===== src/rtl/core/rbv_sqrt.sv =====
// Pipelined integer square root, one root bit per stage.
module rbv_sqrt #(
  parameter int D_W = 46,
  parameter int R_W = 23
) (
  input  logic           clk,
  input  logic           en,
  input  logic [D_W-1:0] d,
  output logic [R_W-1:0] root
);

  logic [D_W:0]   rem_r [R_W];
  logic [R_W-1:0] q_r   [R_W];

  for (genvar k = 0; k < R_W; k++) begin : g_stage
    localparam int J = R_W - 1 - k;
    logic [D_W:0]   rin;
    logic [D_W:0]   trial;
    logic [R_W-1:0] qin;

    if (k == 0) begin : g_first
      assign rin = {1'b0, d};
      assign qin = '0;
    end else begin : g_next
      assign rin = rem_r[k-1];
      assign qin = q_r[k-1];
    end

    // (q + 2^J)^2 - q^2
    assign trial = ((D_W+1)'(qin) << (J + 1)) + ((D_W+1)'(1) << (2 * J));

    always_ff @(posedge clk) begin
      if (en) begin
        if (rin >= trial) begin
          rem_r[k] <= rin - trial;
          q_r[k]   <= qin | (R_W'(1) << J);
        end else begin
          rem_r[k] <= rin;
          q_r[k]   <= qin;
        end
      end
    end
  end

  assign root = q_r[R_W-1];

endmodule


===== config.mk =====
export PLATFORM = sky130hd
export DESIGN_NAME = rbv_sqrt
export DESIGN_NICKNAME = d
export VERILOG_FILES = /design/src/rtl/core/rbv_sqrt.sv
export SDC_FILE = /design/constraint.sdc
export NUM_CORES = 2
export LEC_CHECK = 0
export ABC_CLOCK_PERIOD_IN_PS = 8000
export BUFFER_PORTS_ARGS = -buffer_cell sky130_fd_sc_hd__buf_2
export CAP_MARGIN = 20
export CORE_UTILIZATION = 50
export DETAILED_ROUTE_END_ITERATION = 8
export GPL_TIMING_DRIVEN = 0
export PLACE_DENSITY = 0.65
export SLEW_MARGIN = 25
export SYNTH_ARGS = -nofsm -noshare
export SYNTH_HDL_FRONTEND = slang
export SYNTH_SLANG_ARGS = --single-unit

===== constraint.sdc =====
create_clock -name clk -period 8 [get_ports clk]
set_input_delay 0.8 -clock clk [delete_from_list [all_inputs] [get_ports clk]]
set_output_delay 0.8 -clock clk [all_outputs]
set_load 0.1 [all_outputs]

; ---- After elaboration in Yosys (flattened, before gate mapping)
; Memories as Yosys holds them, arrays and structs flattened.
; Index checks and enable logic that the tools add are counted.
[word_totals]
ff_bits = 0
latch_bits = 0
ram_bits = 1610
romBits = 0
input_bits = 48
output_inout_bits = 23
n_memories = 2
[mem_list]
columns = memory, words, width, rd, rd_clocked_by_memory_dff, write_ports, line_no
row1 = rem_r, 23, 47, 22, 0, 23, 12  ; logic [D_W:0] rem_r [R_W];
row2 = q_r, 23, 23, 23, 0, 23, 13  ; logic [R_W-1:0] q_r [R_W];
[classes]
addsub = 45
n_mul = 0
n_div = 0
n_lt_le_gt_ge = 23
n_eq_ne = 0
n_shift = 0
mux = 184
n_bitwise = 46
n_reduce_logical = 0
[ops]
columns = op, n
row1 = $mux W47, 23
row2 = $mux W23, 23
row3 = $mux W1, 138
row4 = $ge A47 B25 Y1, 1
row5 = $ge A47 B26 Y1, 1
row6 = $ge A47 B27 Y1, 1
row7 = $ge A47 B28 Y1, 1
row8 = $ge A47 B29 Y1, 1
row9 = $ge A47 B30 Y1, 1
row10 = $ge A47 B31 Y1, 1
row11 = $ge A47 B32 Y1, 1
row12 = $ge A47 B33 Y1, 1
row13 = $ge A47 B34 Y1, 1
row14 = $ge A47 B35 Y1, 1
row15 = $ge A47 B36 Y1, 1
row16 = $ge A47 B37 Y1, 1
row17 = $ge A47 B38 Y1, 1
row18 = $ge A47 B39 Y1, 1
row19 = $ge A47 B40 Y1, 1
row20 = $ge A47 B41 Y1, 1
row21 = $ge A47 B42 Y1, 1
row22 = $ge A47 B43 Y1, 1
row23 = $ge A47 B44 Y1, 1
row24 = $ge A47 B45 Y1, 1
row25 = other kinds (48), 93

; ---- Depth between registers and ports, before layout
; An unclocked memory read counts as a cell.
[logic_depth]
depth_word = 7
ltp_mapped = 13

; ---- Worst setup path after synthesis
; OpenSTA, ideal clock, no wires.
[synth_timing]
path_kind = input-to-reg
start = input port en
end = memory q_r[17][5] (netlist: q_r[2][28]), enable pin
setup_ps = 446
arrival_ps = 3377
required_ps = 7554
slack_ps = 4178
stages = 4
path_cell_list = clkbuf_1 > clkbuf_1 > clkbuf_1 > clkbuf_1
[synth_rtl]
columns = element, line_no
row1 = "start, declared", 7  ; input logic en,
row2 = "end, declared", 13

==> results_dict.tcl <==
set metrics [dict create \
    netlist_area_sq_um 62600 \
    coreArea_sq_um 124000 \
    r2r_end "rem_r[2][265]" \
    synthDistinctLibCells 89 \
    setup_viol 0 \
    fp.dieW_um 356 \
    cp-end-kind "flip-flop" \
    synth.avg_cell_area_sq_um 12.6 \
    hold_path_end "rem_r[0][36]" \
    fp-row-count 129 \
    period_needed_ns 4.36 \
    dpl_worst_slack_ns 3.37 \
    avgViaCountPerCell 5.72 \
    crit_fanout 7 \
    routabilityCongestion 0.898 \
    cts_tree "done" \
    worstMarginPinSlew_ns 1.07 \
    antenna_found_initial 3 \
    syn_to_final_growth_pct 11.8 \
    min_from "d[36]" \
    leakagePower_nw 26.4 \
    clk_pin_slew_ns 0.06 \
    critPathKind "flip-flop to flip-flop" \
    final_cell_mix "1,310 x edfxtp_1, 381 x inv_1, 350 x nand2_1, 297 x ha_1, 295 x nor2_1" \
    async_flop_share_pct 0 \
    ir_worst_vdd_mv 0.213 \
    violations "design-rule violations" \
    ios 71 \
    grt_util_all_layers_pct 22.2 \
    place_inst 6672 \
    layout_commonest_cell "edfxtp_1" \
    status "finished, violations left" \
    synth_edf_count 1310 \
    post_cts_resized 0 \
    remaining_drc_errors 10 \
    finalHoldViolations 0 \
    fin_nets 5523 \
    drv_slew 0 \
    root_buffer "clkbuf_16" \
    worstPathArrival_ns 4.87 \
    synth_seq_cells 1310 \
    drive_gt1_share_pct 7.88 \
    drv_cap 0 \
    cts_buffer_depth 3 \
    r2r-start "rem_r[2][192]" \
    wl_per_cell_um 20.3 \
    grt_max_degree 58 \
    clock-sinks 1310 \
    cts_buffers 140 \
    dr.pass1.iters 9 \
    clk_latency_ns 0.79 \
    floorplan.initialDensity_pct 50.5 \
    power.total_mw 18.6 \
    final_cells 6927 \
    totalWireLength_um 141000 \
    hp-class "primary input to flip-flop" \
    yosys_warnings 0 \
    max_freq_mhz 229 \
    reg2regPathDepth 10 \
    ys_seq_area_share_pct 62.8 \
    power_density_nw_per_um2 266 \
    syn_nets 5297 \
    vias 39600 \
    rsz0062_at_grt "false" \
    drtIter0Drc 3204 \
    relSlewSlack_pct 27.9 \
    fin_ws_ns 3.64 \
    start_kind "flip-flop" \
    crit_required_ns 8.51 \
    finalSetupTns_ns 0 \
    grt_pass1_wl_um 218000 \
    ctsHoldBuffers 0 \
    dpl.hpwl_um 107000 \
    die_area_sq_um 127000 \
    fin_skew_ns 0.0456 \
    numPortBuffers 70 \
    grt_pass1_vias 38600 \
    grt-ovfl-total 0 \
    fin_crit_sh_pct 54.5 \
    cts_setup_buffers 0 \
    r2r_slack_ns 3.64 \
    htreeDepth 4 \
    nFillCells 10200 \
    ant_nets 0 \
    fp.dieH_um 356 \
    holdPathStages 1 \
    syn_inst 4952 \
    ys.flop_type "edfxtp_1" \
]
-- through the flow --
step	area [sq um]	hold slack, ns	utilization, %
2_1_floorplan	62600	0.417	-
3_3_place_gp	65000	0.426	52.5
3_5_place_dp	65500	0.433	52.8
4_1_cts	70000	0.107	56.5
5_1_grt	70000	0.129	56.5
6_report	70000	0.172	56.5
-- flip-flops by register name (all words and copies together), names as in the netlist --
signal / flops
q_r: 276
rem_r: 1034
-- metal layers --
| metal | vias up | share of wire (%) | track usage [%] |
|---|---|---|---|
| li1 | 19000 | - | - |
| met1 | 19400 | 43 | 29.0 |
| met2 | 997 | 50 | 38.4 |
| met3 | 215 | 4.6 | 3.06 |
| met4 | 2 | 2.4 | 6.83 |
| met5 | - | 0.0085 | 0 |
-- worst max-delay path: stages (launching register included) --
cell,delay (ns)
edfxtp_1,0.45
ha_1,0.41
o21a_1,0.17
nor4_1,0.07
o31ai_1,0.35
and3_1,0.26
a311oi_2,0.22
o31ai_1,0.84
o2111ai_1,0.63
nor4b_1,0.54
xor2_1,0.14
-- Yosys cell counts (8+ instances only) --
| cell | count | area share (%) |
|---|---|---|
| buf_2 | 9 | 0.072 |
| a211oi_1 | 23 | 0.28 |
| and3_1 | 33 | 0.33 |
| edfxtp_1 | 1310 | 63 |
| nor4_1 | 183 | 1.8 |
| nand2b_1 | 51 | 0.51 |
| a21oi_1 | 248 | 2.0 |
| nand3b_1 | 19 | 0.23 |
| nor4b_1 | 25 | 0.35 |
| nand4_1 | 68 | 0.68 |
| o22ai_1 | 10 | 0.10 |
| or4_1 | 30 | 0.36 |
| nor2b_1 | 49 | 0.49 |
| o21bai_1 | 11 | 0.13 |
| nand4b_1 | 16 | 0.22 |
| o211ai_1 | 22 | 0.26 |
| nand3_1 | 86 | 0.69 |
| nor3_1 | 139 | 1.1 |
| clkbuf_1 | 92 | 0.55 |
| or3_1 | 37 | 0.37 |
| a211o_1 | 11 | 0.15 |
| o21a_1 | 56 | 0.67 |
| mux2_2 | 44 | 0.79 |
| or2_2 | 24 | 0.24 |
| inv_1 | 381 | 2.3 |
| and2_1 | 14 | 0.14 |
| ha_1 | 297 | 5.9 |
| a31oi_1 | 24 | 0.24 |
| xnor2_1 | 222 | 3.1 |
| nor3b_1 | 16 | 0.19 |
| nand2_1 | 350 | 2.1 |
| o31ai_1 | 32 | 0.38 |
| o2111ai_1 | 8 | 0.11 |
| xor2_1 | 217 | 3.0 |
| a21o_1 | 118 | 1.4 |
| nor2_1 | 295 | 1.8 |
| o21ai_0 | 228 | 1.8 |
| a21boi_0 | 23 | 0.28 |
-- power breakdown --
| group | internal [mW] | switching, mW | leakage, nW | total, mW |
|---|---|---|---|---|
| clock network | 3.59 | 2.74 | 2.16 | 6.33 |
| logic | 1.28 | 1.84 | 11.7 | 3.13 |
| registers | 8.55 | 0.600 | 12.5 | 9.15 |
-- final cells by class --
class                      instances  area (sq um)  share of cell area [%]
inverter                         381          1430                    2.04
tap                             1637          2050                    2.92
multi-input combinational       3157         21500                    30.7
clock inverter                    76           863                    1.23
clock buffer                     177          3660                    5.23
buffer                           104           490                   0.700
sequential                      1310         39300                    56.2
timing repair buffer              84           701                    1.00
antenna                            1          2.50                 0.00357
-- how the worst max path moves through the flow --
stage | startpoint | endpoint | depth (start not counted)
floorplan | en | q_r[2][28] | 4
global placement | en | rem_r[2][36] | 5
detailed placement | en | q_r[2][138] | 8
CTS | rem_r[2][192] | rem_r[2][265] | 10
global route | rem_r[2][192] | rem_r[2][265] | 10
finish | rem_r[2][192] | rem_r[2][265] | 10
-- cells by family after synthesis --
family                     synth area share, %
buffers and inverters                     2.92
adders and majority gates                 5.93
AOI/OAI and AO/OA                         9.06
xor gates and xnor gates                  6.14
muxes                                    0.903
and+or+nand+nor                           12.2
DFF                                       62.8
Note: power is estimated with default switching activity, not from simulation.
