--- src/rtl/core/rbv_div.sv ---
// Pipelined restoring divider, one quotient bit per stage.
module rbv_div #(
  parameter int N_W = 40,
  parameter int L_W = 23,
  parameter int Q_W = 17
) (
  input  logic           clk,
  input  logic           en,
  input  logic [N_W-1:0] num,
  input  logic [L_W-1:0] den,
  output logic [Q_W-1:0] quo
);

  logic [N_W-1:0] rem_r [Q_W];
  logic [L_W-1:0] den_r [Q_W];
  logic [Q_W-1:0] q_r   [Q_W];

  for (genvar k = 0; k < Q_W; k++) begin : g_stage
    localparam int J = Q_W - 1 - k;
    logic [N_W-1:0] rin;
    logic [N_W-1:0] sub;
    logic [L_W-1:0] din;
    logic [Q_W-1:0] qin;

    if (k == 0) begin : g_first
      assign rin = num;
      assign din = den;
      assign qin = '0;
    end else begin : g_next
      assign rin = rem_r[k-1];
      assign din = den_r[k-1];
      assign qin = q_r[k-1];
    end

    assign sub = N_W'(din) << J;

    always_ff @(posedge clk) begin
      if (en) begin
        den_r[k] <= din;
        if (rin >= sub) begin
          rem_r[k] <= rin - sub;
          q_r[k]   <= qin | (Q_W'(1) << J);
        end else begin
          rem_r[k] <= rin;
          q_r[k]   <= qin;
        end
      end
    end
  end

  assign quo = q_r[Q_W-1];

endmodule

--- config.mk ---
export PLATFORM = sky130hd
export DESIGN_NAME = rbv_div
export DESIGN_NICKNAME = d
export VERILOG_FILES = /design/src/rtl/core/rbv_div.sv
export SDC_FILE = /design/constraint.sdc
export NUM_CORES = 2
export LEC_CHECK = 0
export CAP_MARGIN = 20
export CELL_PAD_IN_SITES_DETAIL_PLACEMENT = 0
export CELL_PAD_IN_SITES_GLOBAL_PLACEMENT = 1
export CORE_ASPECT_RATIO = 0.8
export CORE_MARGIN = 2
export CORE_UTILIZATION = 49
export CTS_BUF_LIST = sky130_fd_sc_hd__clkbuf_4 sky130_fd_sc_hd__clkbuf_8 sky130_fd_sc_hd__clkbuf_16
export DETAILED_ROUTE_END_ITERATION = 16
export DONT_BUFFER_PORTS = 1
export PLACE_DENSITY = 0.73
export SLEW_MARGIN = 15
export SYNTH_ARGS = -nofsm -noshare
export SYNTH_HDL_FRONTEND = slang
export SYNTH_SLANG_ARGS = --single-unit
--- constraint.sdc ---
create_clock -name clk -period 5.07 [get_ports clk]
set_input_delay 1.521 -clock clk [delete_from_list [all_inputs] [get_ports clk]]
set_output_delay 1.521 -clock clk [all_outputs]
set_load 0.1 [all_outputs]
After elaboration in Yosys (flattened, before gate mapping)
Memory sizes are Yosys's and may differ from the RTL's.
Index checks and enable logic that the tools add are counted.
{ "totals": {"regBits": 0, "mem_bits_rw": 1360, "input_bits": 65, "word_cells": 209, "memories": 3} }
{ "op_classes": {"add_sub_neg": 17, "order_cmp": 17, "mux": 138, "bitwise": 34} }
{ "memory_table": {"columns": ["memory", "depth", "word_bits", "rd", "rd_clocked_by_memory_dff", "wr", "line", "text"], "rows": [
  ["rem_r", 17, 40, 16, 0, 17, "14", "logic [N_W-1:0] rem_r [Q_W];"],
  ["den_r", 17, 23, 16, 0, 17, "15", "logic [L_W-1:0] den_r [Q_W];"],
  ["q_r", 17, 17, 17, 0, 17, "16", "logic [Q_W-1:0] q_r [Q_W];"]
]} }
{ "op_table": {"columns": ["cell", "count"], "rows": [
  ["40-bit two-way mux", 17],
  ["17-bit two-way mux", 17],
  ["1-bit two-way mux", 104],
  ["40-bit by 23-bit greater-or-equal comparator with 1-bit output", 1],
  ["40-bit by 24-bit greater-or-equal comparator with 1-bit output", 1],
  ["40-bit by 25-bit greater-or-equal comparator with 1-bit output", 1],
  ["40-bit by 26-bit greater-or-equal comparator with 1-bit output", 1],
  ["40-bit by 27-bit greater-or-equal comparator with 1-bit output", 1],
  ["40-bit by 28-bit greater-or-equal comparator with 1-bit output", 1],
  ["40-bit by 29-bit greater-or-equal comparator with 1-bit output", 1],
  ["40-bit by 30-bit greater-or-equal comparator with 1-bit output", 1],
  ["40-bit by 31-bit greater-or-equal comparator with 1-bit output", 1],
  ["40-bit by 32-bit greater-or-equal comparator with 1-bit output", 1],
  ["40-bit by 33-bit greater-or-equal comparator with 1-bit output", 1],
  ["40-bit by 34-bit greater-or-equal comparator with 1-bit output", 1],
  ["40-bit by 35-bit greater-or-equal comparator with 1-bit output", 1],
  ["40-bit by 36-bit greater-or-equal comparator with 1-bit output", 1],
  ["40-bit by 37-bit greater-or-equal comparator with 1-bit output", 1],
  ["40-bit by 38-bit greater-or-equal comparator with 1-bit output", 1],
  ["40-bit by 39-bit greater-or-equal comparator with 1-bit output", 1],
  ["40-bit by 23-bit subtractor with 40-bit output", 1],
  ["40-bit by 24-bit subtractor with 40-bit output", 1],
  ["40-bit by 25-bit subtractor with 40-bit output", 1],
  ["40-bit by 26-bit subtractor with 40-bit output", 1],
  ["14 further kinds", 47]
]} }

Longest topological paths before layout
An unclocked memory read counts as a cell.
{ "logic_depth": {"depth_word": 6, "ltp_mapped": 15, "depth_no_buf": 14} }

Least setup slack after synthesis
OpenSTA, ideal clock, no wires.
{ "synth_timing": {"path_type": "in2reg", "startpoint": "in num[16]", "endpoint": "mem rem_r[0][28] (data pin)", "setup_ps": 270, "t_arrival_ps": 4040, "path_slack_ps": 760, "path_stages": 14, "path_cell_list": "inv_1 -> ha_1 -> fa_1 -> nor2b_1 -> o21a_1 -> o21ai_0 -> a21oi_1 -> a211o_1 -> a211o_1 -> o211ai_1 -> o21ai_0 -> clkbuf_1 -> buf_1 -> a21oi_1"} }
{ "synth_rtl": {"columns": ["element", "line", "text"], "rows": [
  ["start, declared", "9", "input logic [N_W-1:0] num,"],
  ["end, declared", "14", null]
]} }

==> results.txt <==
Status - complete, no violations
# rows - 116
Mapped Cells - 5,409
Total GRT Usage - 0.231
Final setup fails - 0
Compound-cell area share of the yosys netlist - 0.128
Clk_skew - 97.7 ps
Crit path DAT - 5210 ps
Fin cells - 7,229
Synth-to-layout area growth - 10.7%
Net switching power - 0.0134 W
CP Max Fanout - 21
Clk buf depth - 3
Tcrit/Tclk final - 0.931
Clock Sinks - 1,161
Initial DRC Count - 4,394
CTS tree - yes
RSZ-0062 raised after global routing - no
IO Pins - 82
Clock Root Buffer - clkbuf_16
Share of layout cells above drive strength 1 - 0.0709
# fillers - 10,678
Crit path cell chain - inv_1 > ha_1 > nand3_1 > nor2_1 > nand4_1 > o41ai_1 > o211ai_1 > o21ai_4 > buf_12 > mux2_2
Sequential power share - 0.398
Vias in the first global route - 38,011
Pin count of the biggest net entering global routing - 232
Clk_lat worst skew - 780 ps
Register area - 34,900 µm²
Post-synthesis mux area share - 0.0108
Inserted Clock Buffers - 119
Fmax - 0.212 GHz
CTS H-tree depth - 3
Total grt overflow - 0
DIE AREA - 129,000 µm²
Wire per inst - 20.7 µm
EDFF count, synth - 1,161
Most used flip-flop cell after synthesis - edfxtp_1
Worst Path Required - 5560 ps
Hold/Removal Path Class - reg2reg
Die Span Y - 322 µm
Initial core utilization - 0.494
Pwr dens - 554 nW/µm²
Reg2Reg Setup Slack - 350 ps
Ys Warns - 0
Leakage - 26.6 nW
Worst rel slew slack - 0.254
Final design utilization - 0.547
Crit start category - input port
Post-CTS Resized - 0
Syn Area/Cell - 11.4 µm²
Critical path class - in2reg
DR vias/cell - 5.74
Register bit total from synthesis - 1,161
Worst-Margin Slew - 1120 ps
Most common cell after layout, fill and taps aside - edfxtp_1
Post-route minimum period - 4720 ps
Setup TNS Final - 0 ps
Routed wire length - 150 mm
Number of routed nets with antenna violations - 0
Post-CTS Hold Buffers - 0
Core Area - 125,000 µm²
Final Hold Vio Count - 0
Max Slew Vio Count - 0
Initial DRT Pass Iterations - 5
Clock power share - 0.243
Commonest non-fill, non-tap cells in the layout - 1,161 x edfxtp_1, 504 x inv_1, 472 x nand2_1
Global-route wire length before repair - 231 mm
I/O Buffers - 0
Async set or reset register ratio after synthesis - 0
MaxCap Viol Count - 0
DP Cell Count - 7,005
Mapped Area - 61,900 µm²
Multi-input logic area - 24,800 µm²
Largest stage delay, worst path - 750 ps
Post-DP HPWL - 113 mm
Syn_nets - 5,881
Routability cong. - 0.903
CP max-delay cell - o41ai_1
Adder-Cell Fraction of Synth Area - 0.0842
Post-CTS setup buffers - 0
Combinational Power Share - 0.359
Seq/Total Area, Yosys - 0.563
Int Power - 0.0246 W
Fin nets - 5,947
Total number of vias - 41,484
Sw frac - 0.353
Netlist cell types - 88
Critical Path End Type - flip-flop
Initial antenna violation count - 9
Peak VDD IR - 0.000366 V
Post-Synth Simple-Gate Area - 0.114
CTS clk-pin slew, worst paths - 60 ps
DIE WIDTH - 401 µm
XOR/XNOR Fraction of Synth Area - 0.0617
Number of remaining DRC errors - 0
Largest family of logic cells by synthesized area - compound AO/OA/AOI/OAI gates
synthesized netlist by cell type (39+ instances only):
library cell  number  share of area
clkbuf_1         116         0.0070
xor2_1           225          0.032
mux2_2            53         0.0096
xnor2_1          211          0.030
o21bai_1          39         0.0047
nor4_1            69         0.0070
nand4_1           64         0.0065
or3_1             47         0.0047
o21ai_0          390          0.032
inv_1            504          0.031
edfxtp_1        1161           0.56
o21a_1            54         0.0065
ha_1             391          0.079
a21oi_1          386          0.031
nor3_1           105         0.0085
nand3_1           85         0.0069
a21o_1           162          0.020
nand2_1          472          0.029
nor2b_1           63         0.0064
nor2_1           274          0.017
nand2b_1          53         0.0054
state kept, by name (all words and copies together), names as in the netlist:
register,cells
q_r,153
rem_r,640
den_r,368
through the flow:
stage / area [µm²] / hold WS [ps] / power, W / worst slack, ps
final: 68500 / 401 / 0.0380 / 348
after global routing: 68500 / 401 / 0.0404 / 56.3
after CTS: 68500 / 392 / 0.0380 / 501
after detailed placement: 64400 / 405 / 0.0286 / -210
after global placement: 64200 / 401 / 0.0285 / -399
after floorplan: 61900 / 400 / 0.0248 / 760
per-layer routing:
layer | part of all wire | up-vias | global-route usage
met5 | 0.00017 | - | 0
met4 | 0.011 | 4 | 0.0340
met3 | 0.097 | 127 | 0.0685
met2 | 0.35 | 1319 | 0.272
met1 | 0.55 | 20010 | 0.401
li1 | - | 20024 | -
area by class of cell:
type	count	share of cell area
Sequential cell	1161	0.509
Timing Repair Buffer	74	0.0116
Antenna cell	4	0.000146
Clock buffer	136	0.0453
Inverter	504	0.0276
Clock inverter	83	0.0151
Multi-Input combinational cell	3615	0.361
Tap cell	1652	0.0302
kinds of logic after synthesis:
logic type | Yosys count
adder cells (fa/ha/maj) | 407
flip-flops | 1161
AND/OR/NAND/NOR | 1422
buffers and inverters | 633
XOR/XNOR | 436
AO/OA/AOI/OAI | 1290
multiplexers | 60
worst paths after layout:
path	startpoint	end	cells after the start
setup / recovery	den[10]	rem_r[0][27]$_DFFE_PP_	10
setup reg to reg	rem_r[6][9]$_DFFE_PP_	rem_r[7][39]$_DFFE_PP_	14
hold / removal	q_r[4][12]$_SDFFCE_PN1P_	q_r[5][12]$_DFFE_PP_	0
hold reg to reg	q_r[4][12]$_SDFFCE_PN1P_	q_r[5][12]$_DFFE_PP_	0
power groups by stage:
| stage | clock, W | sequential [W] | combinational [W] |
|---|---|---|---|
| 2_1_floorplan | 0 | 0.0145 | 0.0102 |
| 3_3_place_gp | 0 | 0.0153 | 0.0132 |
| 3_5_place_dp | 0 | 0.0153 | 0.0133 |
| 4_1_cts | 0.00943 | 0.0151 | 0.0134 |
| 5_1_grt | 0.00978 | 0.0153 | 0.0153 |
| 6_report | 0.00922 | 0.0151 | 0.0136 |
critical path, delay by kind of cell:
| kind | cells | cell delay (ps) |
|---|---|---|
| compound gates | 3 | 1200 |
| fa+ha+maj | 1 | 350 |
| mux | 1 | 350 |
| simple gates | 3 | 1580 |
| buf+inv | 2 | 200 |
Note: power is estimated with default switching activity, not from simulation.
